### config.mk
export PLATFORM = sky130hd
export DESIGN_NAME = multiview_tile_layout_top
export DESIGN_NICKNAME = d
export VERILOG_FILES = /design/src/hw/rtl/mtl_pkg.sv /design/src/hw/rtl/multiview_tile_layout_top.sv /design/src/hw/rtl/mtl_setup.sv /design/src/hw/rtl/mtl_div_stage.sv /design/src/hw/rtl/mtl_place.sv
export SDC_FILE = /design/constraint.sdc
export NUM_CORES = 2
export LEC_CHECK = 0
export ABC_AREA = 1
export BUFFER_PORTS_ARGS = -buffer_cell sky130_fd_sc_hd__buf_2
export CORE_UTILIZATION = 50
export CTS_BUF_LIST = sky130_fd_sc_hd__clkbuf_4
export DETAILED_ROUTE_END_ITERATION = 10
export PLACE_DENSITY = 0.65
export SLEW_MARGIN = 15
export SYNTH_ARGS = -nofsm -noshare
export SYNTH_HDL_FRONTEND = slang
export SYNTH_HIERARCHICAL = 1
export SYNTH_SLANG_ARGS = --single-unit
### constraint.sdc
create_clock -name clk -period 10.6 [get_ports clk]
set_input_delay 0.53 -clock clk [delete_from_list [all_inputs] [get_ports clk]]
set_output_delay 0.53 -clock clk [all_outputs]
set_load 0.1 [all_outputs]
### src/hw/rtl/mtl_pkg.sv
// Shared types, codes and helpers of the multiview tile layout block.
package mtl_pkg;

    localparam int MAX_TILES  = 256;
    localparam int TOTAL_W    = 9;
    localparam int CELL_W     = 8;
    localparam int SLOT_W     = 5;
    localparam int MODE_W     = 3;
    localparam int DIV_STEPS  = 4;

    typedef enum logic [MODE_W-1:0] {
        MODE_GRID        = 3'd0,
        MODE_HEADERS     = 3'd1,
        MODE_CORNERS     = 3'd2,
        MODE_TOP_LEFT    = 3'd3,
        MODE_CENTER      = 3'd4,
        MODE_QUAD_CENTER = 3'd5
    } mode_t;

    typedef enum logic [2:0] {
        REG_GRID_MODE    = 3'd0,
        REG_RING_SLOTS   = 3'd1,
        REG_ACROSS_SLOTS = 3'd2,
        REG_DOWN_SLOTS   = 3'd3,
        REG_ACROSS_CELLS = 3'd4,
        REG_DOWN_CELLS   = 3'd5
    } cfg_reg_t;

    typedef struct packed {
        logic [MODE_W-1:0] grid_mode;
        logic [SLOT_W-1:0] ring_slots;
        logic [SLOT_W-1:0] across_slots;
        logic [SLOT_W-1:0] down_slots;
        logic [CELL_W-1:0] across_cells;
        logic [CELL_W-1:0] down_cells;
    } cfg_t;

    // One lane of the restoring divider: remainder, dividend/quotient, divisor.
    typedef struct packed {
        logic [SLOT_W-1:0] rem;
        logic [CELL_W-1:0] quo;
        logic [SLOT_W-1:0] dsr;
    } div_lane_t;

    // Beat traveling through the pipeline. Lane 0: width, 1: height, 2: index.
    typedef struct packed {
        logic [CELL_W-1:0]  idx;
        logic               hit;
        logic [TOTAL_W-1:0] total;
        div_lane_t [2:0]    lane;
    } pipe_t;

    typedef struct packed {
        logic               hit;
        logic [TOTAL_W-1:0] total;
        logic [CELL_W-1:0]  col;
        logic [CELL_W-1:0]  row;
        logic [CELL_W-1:0]  w;
        logic [CELL_W-1:0]  h;
    } res_t;

    // Product truncated to cell width.
    function automatic logic [CELL_W-1:0] mul8(input logic [CELL_W-1:0] a,
                                               input logic [CELL_W-1:0] b);
        logic [2*CELL_W-1:0] p;
        begin
            p = a * b;
            return p[CELL_W-1:0];
        end
    endfunction

endpackage

### src/hw/rtl/multiview_tile_layout_top.sv
// Top level of the multiview tile layout block: config, handshake, pipeline.
//
// Use: write the six layout registers through cfg_we/cfg_index/cfg_data while
// no beat is in flight, then send tile indexes on the input channel
// (in_valid/in_stall). Each index returns one beat on the output channel
// (out_valid/out_stall): valid flag, tile count of the mode and the tile's
// start column, start row, width and height in cells.
// Pipeline: four register stages (setup, two divider stages of 4 restoring
// steps each, placement into the output register); out_valid is the valid
// flag of the output register.
// Throughput: one index per cycle while out_stall is low; the 8-step divider
// is split over two stages so every stage can take a new beat each cycle.
// Stall: each stage holds its beat while the stage after it is full and held;
// bubbles close up, and in_stall rises only when all four stages are full
// and out_stall is high. Nothing is dropped or repeated.
// Reset: all stages empty; registers return to grid mode, 2 by 2 slots,
// ring 2, 60 by 60 cells.
module multiview_tile_layout_top (
    input  logic                         clk,
    input  logic                         rst_n,
    input  logic                         cfg_we,
    input  logic [2:0]                   cfg_index,
    input  logic [7:0]                   cfg_data,
    input  logic                         in_valid,
    output logic                         in_stall,
    input  logic [mtl_pkg::CELL_W-1:0]   tile_index,
    output logic                         out_valid,
    input  logic                         out_stall,
    output logic                         tile_valid,
    output logic [mtl_pkg::TOTAL_W-1:0]  tile_total,
    output logic [mtl_pkg::CELL_W-1:0]   start_col,
    output logic [mtl_pkg::CELL_W-1:0]   start_row,
    output logic [mtl_pkg::CELL_W-1:0]   span_cols,
    output logic [mtl_pkg::CELL_W-1:0]   span_rows
);

    mtl_pkg::cfg_t  cfg_reg;
    mtl_pkg::pipe_t s1_beat, s2_beat, s3_beat;
    mtl_pkg::res_t  res;
    logic           v1_reg, v2_reg, v3_reg, vo_reg;
    logic           rdy1, rdy2, rdy3, rdyo;

    // Write layout registers
    always_ff @(posedge clk or negedge rst_n)
    begin
        if (!rst_n)
        begin
            cfg_reg.grid_mode    <= mtl_pkg::MODE_GRID;
            cfg_reg.ring_slots   <= 5'd2;
            cfg_reg.across_slots <= 5'd2;
            cfg_reg.down_slots   <= 5'd2;
            cfg_reg.across_cells <= 8'd60;
            cfg_reg.down_cells   <= 8'd60;
        end
        else if (cfg_we)
        begin
            case (cfg_index)
                mtl_pkg::REG_GRID_MODE:    cfg_reg.grid_mode    <= cfg_data[2:0];
                mtl_pkg::REG_RING_SLOTS:   cfg_reg.ring_slots   <= cfg_data[4:0];
                mtl_pkg::REG_ACROSS_SLOTS: cfg_reg.across_slots <= cfg_data[4:0];
                mtl_pkg::REG_DOWN_SLOTS:   cfg_reg.down_slots   <= cfg_data[4:0];
                mtl_pkg::REG_ACROSS_CELLS: cfg_reg.across_cells <= cfg_data;
                mtl_pkg::REG_DOWN_CELLS:   cfg_reg.down_cells   <= cfg_data;
                default:                   cfg_reg.grid_mode    <= cfg_reg.grid_mode;
            endcase
        end
    end

    // Advance a stage when it is empty or the next one moves
    assign rdyo     = !vo_reg || !out_stall;
    assign rdy3     = !v3_reg || rdyo;
    assign rdy2     = !v2_reg || rdy3;
    assign rdy1     = !v1_reg || rdy2;
    assign in_stall = !rdy1;

    always_ff @(posedge clk or negedge rst_n)
    begin
        if (!rst_n)
        begin
            v1_reg <= 1'b0;
            v2_reg <= 1'b0;
            v3_reg <= 1'b0;
            vo_reg <= 1'b0;
        end
        else
        begin
            if (rdy1) v1_reg <= in_valid;
            if (rdy2) v2_reg <= v1_reg;
            if (rdy3) v3_reg <= v2_reg;
            if (rdyo) vo_reg <= v3_reg;
        end
    end

    mtl_setup u_setup (
        .clk        (clk),
        .en         (rdy1),
        .cfg        (cfg_reg),
        .tile_index (tile_index),
        .beat_reg   (s1_beat)
    );

    mtl_div_stage u_div_hi (
        .clk      (clk),
        .en       (rdy2),
        .beat     (s1_beat),
        .beat_reg (s2_beat)
    );

    mtl_div_stage u_div_lo (
        .clk      (clk),
        .en       (rdy3),
        .beat     (s2_beat),
        .beat_reg (s3_beat)
    );

    mtl_place u_place (
        .clk     (clk),
        .en      (rdyo),
        .cfg     (cfg_reg),
        .beat    (s3_beat),
        .res_reg (res)
    );

    assign out_valid  = vo_reg;
    assign tile_valid = res.hit;
    assign tile_total = res.total;
    assign start_col  = res.col;
    assign start_row  = res.row;
    assign span_cols  = res.w;
    assign span_rows  = res.h;

`ifndef SYNTHESIS
    a_valid_has_tiles: assert property (@(posedge clk) disable iff (!rst_n)
        out_valid && tile_valid |-> tile_total != '0)
        else $error("valid tile in a layout with no tiles");

    a_invalid_zero: assert property (@(posedge clk) disable iff (!rst_n)
        out_valid && !tile_valid |-> start_col == '0 && start_row == '0 &&
                                     span_cols == '0 && span_rows == '0)
        else $error("invalid tile with nonzero rectangle");

    a_total_cap: assert property (@(posedge clk) disable iff (!rst_n)
        out_valid |-> tile_total <= 9'(mtl_pkg::MAX_TILES))
        else $error("tile count above limit");

    a_stall_full: assert property (@(posedge clk) disable iff (!rst_n)
        in_stall |-> v1_reg && v2_reg && v3_reg && vo_reg && out_stall)
        else $error("input held while the pipeline has room");
`endif

endmodule

### src/hw/rtl/mtl_setup.sv
// First stage: tile count, index check and divider operand setup.
module mtl_setup (
    input  logic                        clk,
    input  logic                        en,
    input  mtl_pkg::cfg_t               cfg,
    input  logic [mtl_pkg::CELL_W-1:0]  tile_index,
    output mtl_pkg::pipe_t              beat_reg
);

    mtl_pkg::pipe_t          beat_next;
    logic [2*mtl_pkg::SLOT_W-1:0] grid_prod;
    logic [10:0]             total_w;
    logic [10:0]             rs11;

    // Count the tiles of the mode and select divisors
    always_comb
    begin
        rs11      = {6'd0, cfg.ring_slots};
        grid_prod = {5'd0, cfg.across_slots} * {5'd0, cfg.down_slots};
        case (cfg.grid_mode)
            mtl_pkg::MODE_GRID:
                total_w = (cfg.across_slots == '0 || cfg.down_slots == '0) ?
                          11'd0 : {1'b0, grid_prod};
            mtl_pkg::MODE_HEADERS:
                total_w = (cfg.across_slots == '0) ? 11'd0 : (rs11 << 1) + 11'd2;
            mtl_pkg::MODE_CORNERS:
                total_w = 11'd7;
            mtl_pkg::MODE_TOP_LEFT:
                total_w = (rs11 < 11'd3) ? 11'd0 : (rs11 << 1);
            mtl_pkg::MODE_CENTER:
                total_w = (rs11 < 11'd4) ? 11'd0 : (rs11 << 2) - 11'd3;
            mtl_pkg::MODE_QUAD_CENTER:
                total_w = (rs11 < 11'd5) ? 11'd0 : (rs11 << 2);
            default:
                total_w = 11'd0;
        endcase
        if (total_w > 11'(mtl_pkg::MAX_TILES))
            total_w = 11'(mtl_pkg::MAX_TILES);

        beat_next.idx   = tile_index;
        beat_next.total = total_w[mtl_pkg::TOTAL_W-1:0];
        beat_next.hit   = ({3'd0, tile_index} < total_w);

        beat_next.lane[0].rem = '0;
        beat_next.lane[0].quo = cfg.across_cells;
        beat_next.lane[0].dsr = (cfg.grid_mode == mtl_pkg::MODE_GRID ||
                                 cfg.grid_mode == mtl_pkg::MODE_HEADERS) ?
                                cfg.across_slots : cfg.ring_slots;
        beat_next.lane[1].rem = '0;
        beat_next.lane[1].quo = cfg.down_cells;
        beat_next.lane[1].dsr = (cfg.grid_mode == mtl_pkg::MODE_GRID) ?
                                cfg.down_slots : cfg.ring_slots;
        beat_next.lane[2].rem = '0;
        beat_next.lane[2].quo = (cfg.grid_mode == mtl_pkg::MODE_HEADERS &&
                                 tile_index >= 8'd2) ? tile_index - 8'd2 : tile_index;
        beat_next.lane[2].dsr = cfg.across_slots;
    end

    always_ff @(posedge clk)
    begin
        if (en)
            beat_reg <= beat_next;
    end

endmodule

### src/hw/rtl/mtl_div_stage.sv
// Divider stage: DIV_STEPS (4) restoring division steps on every lane.
module mtl_div_stage (
    input  logic           clk,
    input  logic           en,
    input  mtl_pkg::pipe_t beat,
    output mtl_pkg::pipe_t beat_reg
);

    mtl_pkg::pipe_t            beat_next;
    logic [mtl_pkg::SLOT_W:0]  trial;

    // Shift in one dividend bit per step, subtract when it fits
    always_comb
    begin
        trial     = '0;
        beat_next = beat;
        for (int l = 0; l < 3; l++)
        begin
            for (int s = 0; s < mtl_pkg::DIV_STEPS; s++)
            begin
                trial = {beat_next.lane[l].rem, beat_next.lane[l].quo[mtl_pkg::CELL_W-1]};
                if (trial >= {1'b0, beat_next.lane[l].dsr})
                begin
                    trial = trial - {1'b0, beat_next.lane[l].dsr};
                    beat_next.lane[l].quo = {beat_next.lane[l].quo[mtl_pkg::CELL_W-2:0], 1'b1};
                end
                else
                begin
                    beat_next.lane[l].quo = {beat_next.lane[l].quo[mtl_pkg::CELL_W-2:0], 1'b0};
                end
                beat_next.lane[l].rem = trial[mtl_pkg::SLOT_W-1:0];
            end
        end
    end

    always_ff @(posedge clk)
    begin
        if (en)
            beat_reg <= beat_next;
    end

endmodule

### src/hw/rtl/mtl_place.sv
// Last stage: place the tile rectangle from the quotients.
module mtl_place (
    input  logic           clk,
    input  logic           en,
    input  mtl_pkg::cfg_t  cfg,
    input  mtl_pkg::pipe_t beat,
    output mtl_pkg::res_t  res_reg
);

    mtl_pkg::res_t     res_next;
    logic [7:0]        ac, dc, sw, sh, lw, lh, idx, k, bot, rgt, q2, r2;
    logic [8:0]        k9, rs9;

    // Work out the rectangle per mode
    always_comb
    begin
        ac  = cfg.across_cells;
        dc  = cfg.down_cells;
        idx = beat.idx;
        sw  = beat.lane[0].quo;
        sh  = beat.lane[1].quo;
        q2  = beat.lane[2].quo;
        r2  = {3'd0, beat.lane[2].rem};
        rs9 = {4'd0, cfg.ring_slots};
        lw  = '0;
        lh  = '0;
        k   = '0;
        k9  = '0;
        bot = '0;
        rgt = '0;
        res_next       = '0;
        res_next.hit   = beat.hit;
        res_next.total = beat.total;

        case (cfg.grid_mode)
            mtl_pkg::MODE_GRID:
            begin
                res_next.col = mtl_pkg::mul8(r2, sw);
                res_next.row = mtl_pkg::mul8(q2, sh);
                res_next.w   = sw;
                res_next.h   = sh;
            end
            mtl_pkg::MODE_HEADERS:
            begin
                if (idx < 8'd2)
                begin
                    res_next.col = idx[0] ? (ac >> 1) : 8'd0;
                    res_next.w   = ac >> 1;
                    res_next.h   = dc >> 1;
                end
                else
                begin
                    res_next.col = mtl_pkg::mul8(r2, sw);
                    res_next.row = (dc >> 1) + mtl_pkg::mul8(q2, dc >> 2);
                    res_next.w   = sw;
                    res_next.h   = dc >> 2;
                end
            end
            mtl_pkg::MODE_CORNERS:
            begin
                if (idx < 8'd3)
                begin
                    res_next.col = idx[0] ? (ac >> 1) : 8'd0;
                    res_next.row = idx[1] ? (dc >> 1) : 8'd0;
                    res_next.w   = ac >> 1;
                    res_next.h   = dc >> 1;
                end
                else
                begin
                    k = idx - 8'd3;
                    res_next.col = (ac >> 1) + (k[0] ? (ac >> 2) : 8'd0);
                    res_next.row = (dc >> 1) + (k[1] ? (dc >> 2) : 8'd0);
                    res_next.w   = ac >> 2;
                    res_next.h   = dc >> 2;
                end
            end
            mtl_pkg::MODE_TOP_LEFT:
            begin
                lw = ac - sw;
                lh = dc - sh;
                if (idx == 8'd0)
                begin
                    res_next.w = lw;
                    res_next.h = lh;
                end
                else if ({1'b0, idx} <= rs9)
                begin
                    res_next.col = mtl_pkg::mul8(idx - 8'd1, sw);
                    res_next.row = lh;
                    res_next.w   = sw;
                    res_next.h   = sh;
                end
                else
                begin
                    res_next.col = lw;
                    res_next.row = mtl_pkg::mul8(idx - 8'd1 - rs9[7:0], sh);
                    res_next.w   = sw;
                    res_next.h   = sh;
                end
            end
            mtl_pkg::MODE_CENTER, mtl_pkg::MODE_QUAD_CENTER:
            begin
                if (cfg.grid_mode == mtl_pkg::MODE_CENTER)
                begin
                    lw  = ac - (sw << 1);
                    lh  = dc - (sh << 1);
                    bot = sh + lh;
                    rgt = sw + lw;
                    k   = idx - 8'd1;
                end
                else
                begin
                    lw  = (ac - (sw << 1)) >> 1;
                    lh  = (dc - (sh << 1)) >> 1;
                    bot = sh + (lh << 1);
                    rgt = sw + (lw << 1);
                    k   = idx - 8'd4;
                end
                k9 = {1'b0, k};
                if (cfg.grid_mode == mtl_pkg::MODE_CENTER && idx == 8'd0)
                begin
                    res_next.col = sw;
                    res_next.row = sh;
                    res_next.w   = lw;
                    res_next.h   = lh;
                end
                else if (cfg.grid_mode == mtl_pkg::MODE_QUAD_CENTER && idx < 8'd4)
                begin
                    res_next.col = sw + (idx[0] ? lw : 8'd0);
                    res_next.row = sh + (idx[1] ? lh : 8'd0);
                    res_next.w   = lw;
                    res_next.h   = lh;
                end
                else
                begin
                    // Ring of small tiles: top, bottom, left, right
                    res_next.w = sw;
                    res_next.h = sh;
                    if (k9 < rs9)
                        res_next.col = mtl_pkg::mul8(k, sw);
                    else if (k9 < (rs9 << 1))
                    begin
                        res_next.col = mtl_pkg::mul8(k - rs9[7:0], sw);
                        res_next.row = bot;
                    end
                    else if (k9 < (rs9 << 1) + rs9 - 9'd2)
                        res_next.row = sh + mtl_pkg::mul8(k - (rs9[7:0] << 1), sh);
                    else
                    begin
                        res_next.col = rgt;
                        res_next.row = sh + mtl_pkg::mul8(
                            k - ((rs9[7:0] << 1) + rs9[7:0] - 8'd2), sh);
                    end
                end
            end
            default:
            begin
                res_next.col = '0;
            end
        endcase

        // Drop the rectangle of a tile that does not exist
        if (!beat.hit)
        begin
            res_next.col = '0;
            res_next.row = '0;
            res_next.w   = '0;
            res_next.h   = '0;
        end
    end

    always_ff @(posedge clk)
    begin
        if (en)
            res_reg <= res_next;
    end

endmodule
## After elaboration in Yosys (flattened, before gate mapping)

Index checks and enable logic that the tools add are counted.

| storage, ports and cells | value |
|---|---|
| bits in registers | 256 |
| word-level logic and storage cells | 265 |
| output and inout bits | 44 |
| bits of input ports | 24 |

| cells by class | value |
|---|---|
| equal/unequal tests | 10 |
| multipliers | 10 |
| $lt $le $gt $ge | 37 |
| $add $sub $neg | 51 |
| multiplexer cells | 86 |
| reduce and logical (&&, ||, !) cells | 27 |

Operators by type and width:

| operator | count |
|---|---|
| $mux 8 | 17 |
| $mux 32 | 4 |
| $ge 6x5->1 | 21 |
| $mux 5 | 24 |
| $pmux 24 s5 | 1 |
| $sub 5x5->5 | 19 |
| $pmux 11 s6 | 1 |
| $add 8x8->8 | 8 |
| $mux 16 | 4 |
| $mul 8x8->8 | 7 |
| $pmux 8 s5 | 1 |
| $sub 8x8->8 | 5 |
| $mux 11 | 3 |
| $add 7x8->8 | 3 |
| $mux 1 | 24 |
| $mux 7 | 3 |
| $mux 6 | 3 |
| $lt 8x2->1 const B | 2 |
| $sub 8x2->8 const B | 2 |
| $sub 8x5->8 | 2 |
| $ge 1x5->1 | 3 |
| $sub 1x5->5 | 3 |
| $add 6x5->7 | 2 |
| $eq 3x2->1 const B | 4 |
| other kinds (31) | 55 |

## Depth between registers and ports, before layout

| depth | value |
|---|---|
| word-level depth | 12 |
| mapped depth | 48 |
| depth with buffers taken out | 47 |

## Cells and area by module

The synthesis kept the hierarchy.

Modules (own cells, without submodules):

| module | cells an instance | area each (um^2) | instances |
|---|---|---|---|
| mtl_place | 2544 | 17155.2 | 1 |
| mtl_div_stage (u_div_lo) | 640 | 5622.9 | 1 |
| mtl_div_stage (u_div_hi) | 629 | 5522.8 | 1 |
| mtl_setup | 414 | 3732.3 | 1 |
| multiview_tile_layout_top | 165 | 1599.0 | 1 |

## Worst setup path after synthesis

Ideal clock, no wire load.

| path | value |
|---|---|
| kind | reg2reg |
| start | reg u_div_lo/beat_reg[64] (netlist name) |
| end | reg u_place/res_reg[23] (netlist name), data pin |
| required time | 10.328 ns |
| buffers on the path | 1 |
| library setup time | 0.272 ns |
| path slack | 3.320 ns |
| stages on the path, launching flop included | 47 |
| arrival time | 7.008 ns |
| clock period less this slack | 7.280 ns |
| path through | edfxtp_1 inv_1 clkbuf_1 ha_1 inv_1 nand2_1 nand2_1 nand2_1 nand2_1 a21boi_4 fa_1 ha_1 ha_1 nand2_1 nand2_1 a31oi_1 or2_2 nand2_1 [... 11 more ...] o21bai_1 nand3_1 nand2_1 o21ai_0 nand2_1 nand2_1 nand2_1 nand2_1 nand2_1 nand2_1 nand2_1 nand2_1 nand2_1 nand2_1 nand2_1 nand2_1 nand2_1 a21oi_1 |

| between the ends | value |
|---|---|
| word-level cells in the longest chain between the ends | 12 |

RTL lines:

| item | line | text |
|---|---|---|
| start: declaration | mtl_div_stage.sv:6 | `output mtl_pkg::pipe_t beat_reg` |
| start signal: assignment | mtl_div_stage.sv:39 | `beat_reg <= beat_next;` |
| $sub 8x3->8 / $sub 8x1->8 (equally long branches) | mtl_place.sv:117, mtl_place.sv:96, mtl_place.sv:109 |  |
| $mux 8 | mtl_place.sv:103 | `if (cfg.grid_mode == mtl_pkg::MODE_CENTER)` |
| $mux 8 | mtl_place.sv:35 | `case (cfg.grid_mode)` |
| $sub 8x8->8 / $sub 8x6->8 (equally long branches) | mtl_place.sv:152, mtl_place.sv:147 |  |
| $mul 8x8->8 | mtl_pkg.sv:67 | `p = a * b;` |
| $add 8x8->8 (on tied branches) | mtl_place.sv:151, mtl_place.sv:147 |  |
| $mux 8 | mtl_place.sv:146 | `else if (k9 < (rs9 << 1) + rs9 - 9'd2)` |
| $mux 16 | mtl_place.sv:141 | `else if (k9 < (rs9 << 1))` |
| $mux 8 | mtl_place.sv:139 | `if (k9 < rs9)` |
| $mux 32 | mtl_place.sv:127 | `else if (cfg.grid_mode == mtl_pkg::MODE_QUAD_CENTER && idx < 8'd4)` |
| $mux 32 | mtl_place.sv:120 | `if (cfg.grid_mode == mtl_pkg::MODE_CENTER && idx == 8'd0)` |
| $pmux 24 s5 (*) | mtl_place.sv:35 |  |
| end signal: assignment | mtl_place.sv:175 | `res_reg <= res_next;` |
| end: declaration | mtl_place.sv:7 | `output mtl_pkg::res_t res_reg` |

Mark *: on every way between the ends. The rest lies on a longest branch, timed or not. The select of a mux whose other input is x is not followed.
A chain may end at the register's enable or synchronous reset.

## Final worst setup path

Ends and elaborated chain as after synthesis.

==> metrics.md <==
| Metric | Value |
|---|---|
| Initial antenna violation count | 6 |
| Startpoint types | flop |
| Global-route wire length before repair | 147 mm |
| R2R setup slack | 2.55 ns |
| DP Wirelength | 71.7 mm |
| Worst skew pair latency | 0.85 ns |
| CTS root buffer | clkbuf_4 |
| Period utilization | 75.9% |
| Final WL | 93.7 mm |
| Avg Cell Area, Syn | 7.56 µm² |
| CORE AREA | 0.0645 mm² |
| Worst-margin pin slew | 0.898 ns |
| Placer Congestion | 0.970 |
| Ys Warns | 6 |
| Top fanout value on the critical path | 16 |
| Share of cells above drive strength 1 | 10.1% |
| Final ANT Viol Nets | 0 |
| Reg2reg start | u_div_lo/beat_reg[64]$_DFFE_PP_ |
| CP endpoint kind | flop |
| DRC viols | 0 |
| Setup TNS | 0 ns |
| Outcome | complete, no violations |
| PortBufs | 67 |
| Nets | 5,034 |
| CP most frequent cell | nand2_1 |
| Vias in the first global route | 26.9k |
| Via-per-instance ratio | 5.28 |
| Finished layout cell area | 0.0350 mm² |
| Crit-path slowest cell | ha_1 |
| Fill count | 6,311 |
| Initial Utilization | 50.6% |
| Crit path DAT | 8.62 ns |
| Num CTS Buffers | 75 |
| Source of the critical timing path | u_div_lo/beat_reg[64]$_DFFE_PP_ |
| CTS tree | yes |
| I/O pin count | 68 |
| H-tree levels | 3 |
| Chip height | 257 µm |
| Final Hold Fails | 0 |
| Clock sinks | 255 |
| Final setup fails | 0 |
| Row count | 93 |
| Largest net degree at the start of global routing | 58 |
| Worst clock skew | 0.0839 ns |
| Drt first pass iters | 6 |
| Worst Path Required | 11.17 ns |
| FF+latch area | 0.00748 mm² |
| Vias | 28.2k |
| Resize count post-CTS | 0 |
| Grt ovf | 0 |
| Max Clk Rate | 124 MHz |
| RSZ-0062 raised after global routing | false |
| Mapped cell area | 0.0326 mm² |
| Max Root-Sink Buffers | 3 |
| Maxcap violations | 0 |
| Setup CP Type | flop to flop |
| Fin crit period | 8.05 ns |
| Final Max Tran Viols | 0 |
| Hold Path Origin | cfg_we |
| Max_slew headroom | 39.8% |
| Number of flip-flops in the largest register | 72 |
| Crit path largest cell delay | 0.53 ns |
| Die Span X | 257 µm |
| WL/cell | 17.5 µm |
| Area of the multi-input gates | 0.0215 mm² |
| Synthesis-to-layout area growth | 7.29% |
| Tightest Hold Check Type | input pin to flop |
| Post-DP Area | 0.0338 mm² |
| Setup Buffers After CTS | 0 |
| Global Route Usage Sum | 28.4% |
| DR iter-0 viols | 2,344 |
| CTS clock-pin slew for the worst setup and hold paths | 0.07 ns |
| Full die area | 0.0663 mm² |
| Mapped Cells | 4,318 |
placed cells by master (no fill, tap or decap), drive strengths merged, types with 7 or more instances in the layout:
cell type    instances
o22ai               18
or2                 19
o21bai               9
clkinv              34
nand3              247
edfxtp             217
xor2               107
dlygate4sd3         19
nand3b              22
nand2             1119
a211oi              13
nand4               42
ha                 404
xnor2               92
o21ai              189
nor2               363
a21oi              170
a2111oi              8
o221ai               9
o21a                 9
o211ai              17
clkbuf             101
a31oi               10
a221oi               7
dfrtp               27
buf                 96
nor3                18
conb                15
dfstp               11
fa                 179
inv                849
final timing paths:
check | end | cells after the start
worst max-delay path | u_place/res_reg[23]$_SDFFCE_PN0P_ | 41
worst min-delay path | cfg_reg[27]$_DFFE_PN1P_ | 5
worst max register to register | u_place/res_reg[23]$_SDFFCE_PN0P_ | 41
worst min register to register | u_div_hi/beat_reg[27]$_DFFE_PP_ | 0
max in group asynchronous | cfg_reg[1]$_DFFE_PN0P_ | 2
min in group asynchronous | cfg_reg[7]$_DFFE_PN0P_ | 2
critical path, delay by kind of cell (launching register included):
kind,cells,cell delay [ns]
fa+ha+maj,10,4.09
compound gates,5,1.04
simple gates,16,1.03
buf+inv,9,1.00
flops,1,0.38
xor+xnor,1,0.21
layout make-up:
cell class / count / area share (%)
multi-input cells: 3128 / 61.4
clock inverters: 35 / 0.707
well taps: 855 / 3.06
inverters: 852 / 9.16
clock buffers: 101 / 2.17
flip-flops and latches: 255 / 21.4
diodes: 4 / 0.0286
repair buffers: 115 / 2.12
through the flow:
stage               instances  util [%]  hold WS, ns  setup WS, ns
floorplan                4332         -        0.234          3.32
global placement         5186      52.4        0.402          2.73
detailed placement       5186      52.4        0.405          2.64
CTS                      5341      54.3       0.0106          2.60
global route             5343      54.3       0.0844          1.97
finish                   5345      54.3       0.0870          2.55
metal layers:
layer,GRT usage [%],wire [µm],part of all wire [%]
met1,38.2,41100,44
met2,46.2,42400,45
met3,3.90,7040,7.5
met4,10.9,3220,3.4
met5,0,31,0.033
timing repair:
| action | 4_1_cts | 5_1_grt |
|---|---|---|
| setup endpoints to repair | 0 | 0 |
| hold buffers | 19 | 0 |
| hold endpoints to repair | 60 | 0 |
Power is left out: the tool's default activity adds up to more than one toggle a clock period on the data nets, which glitch-free logic cannot reach.
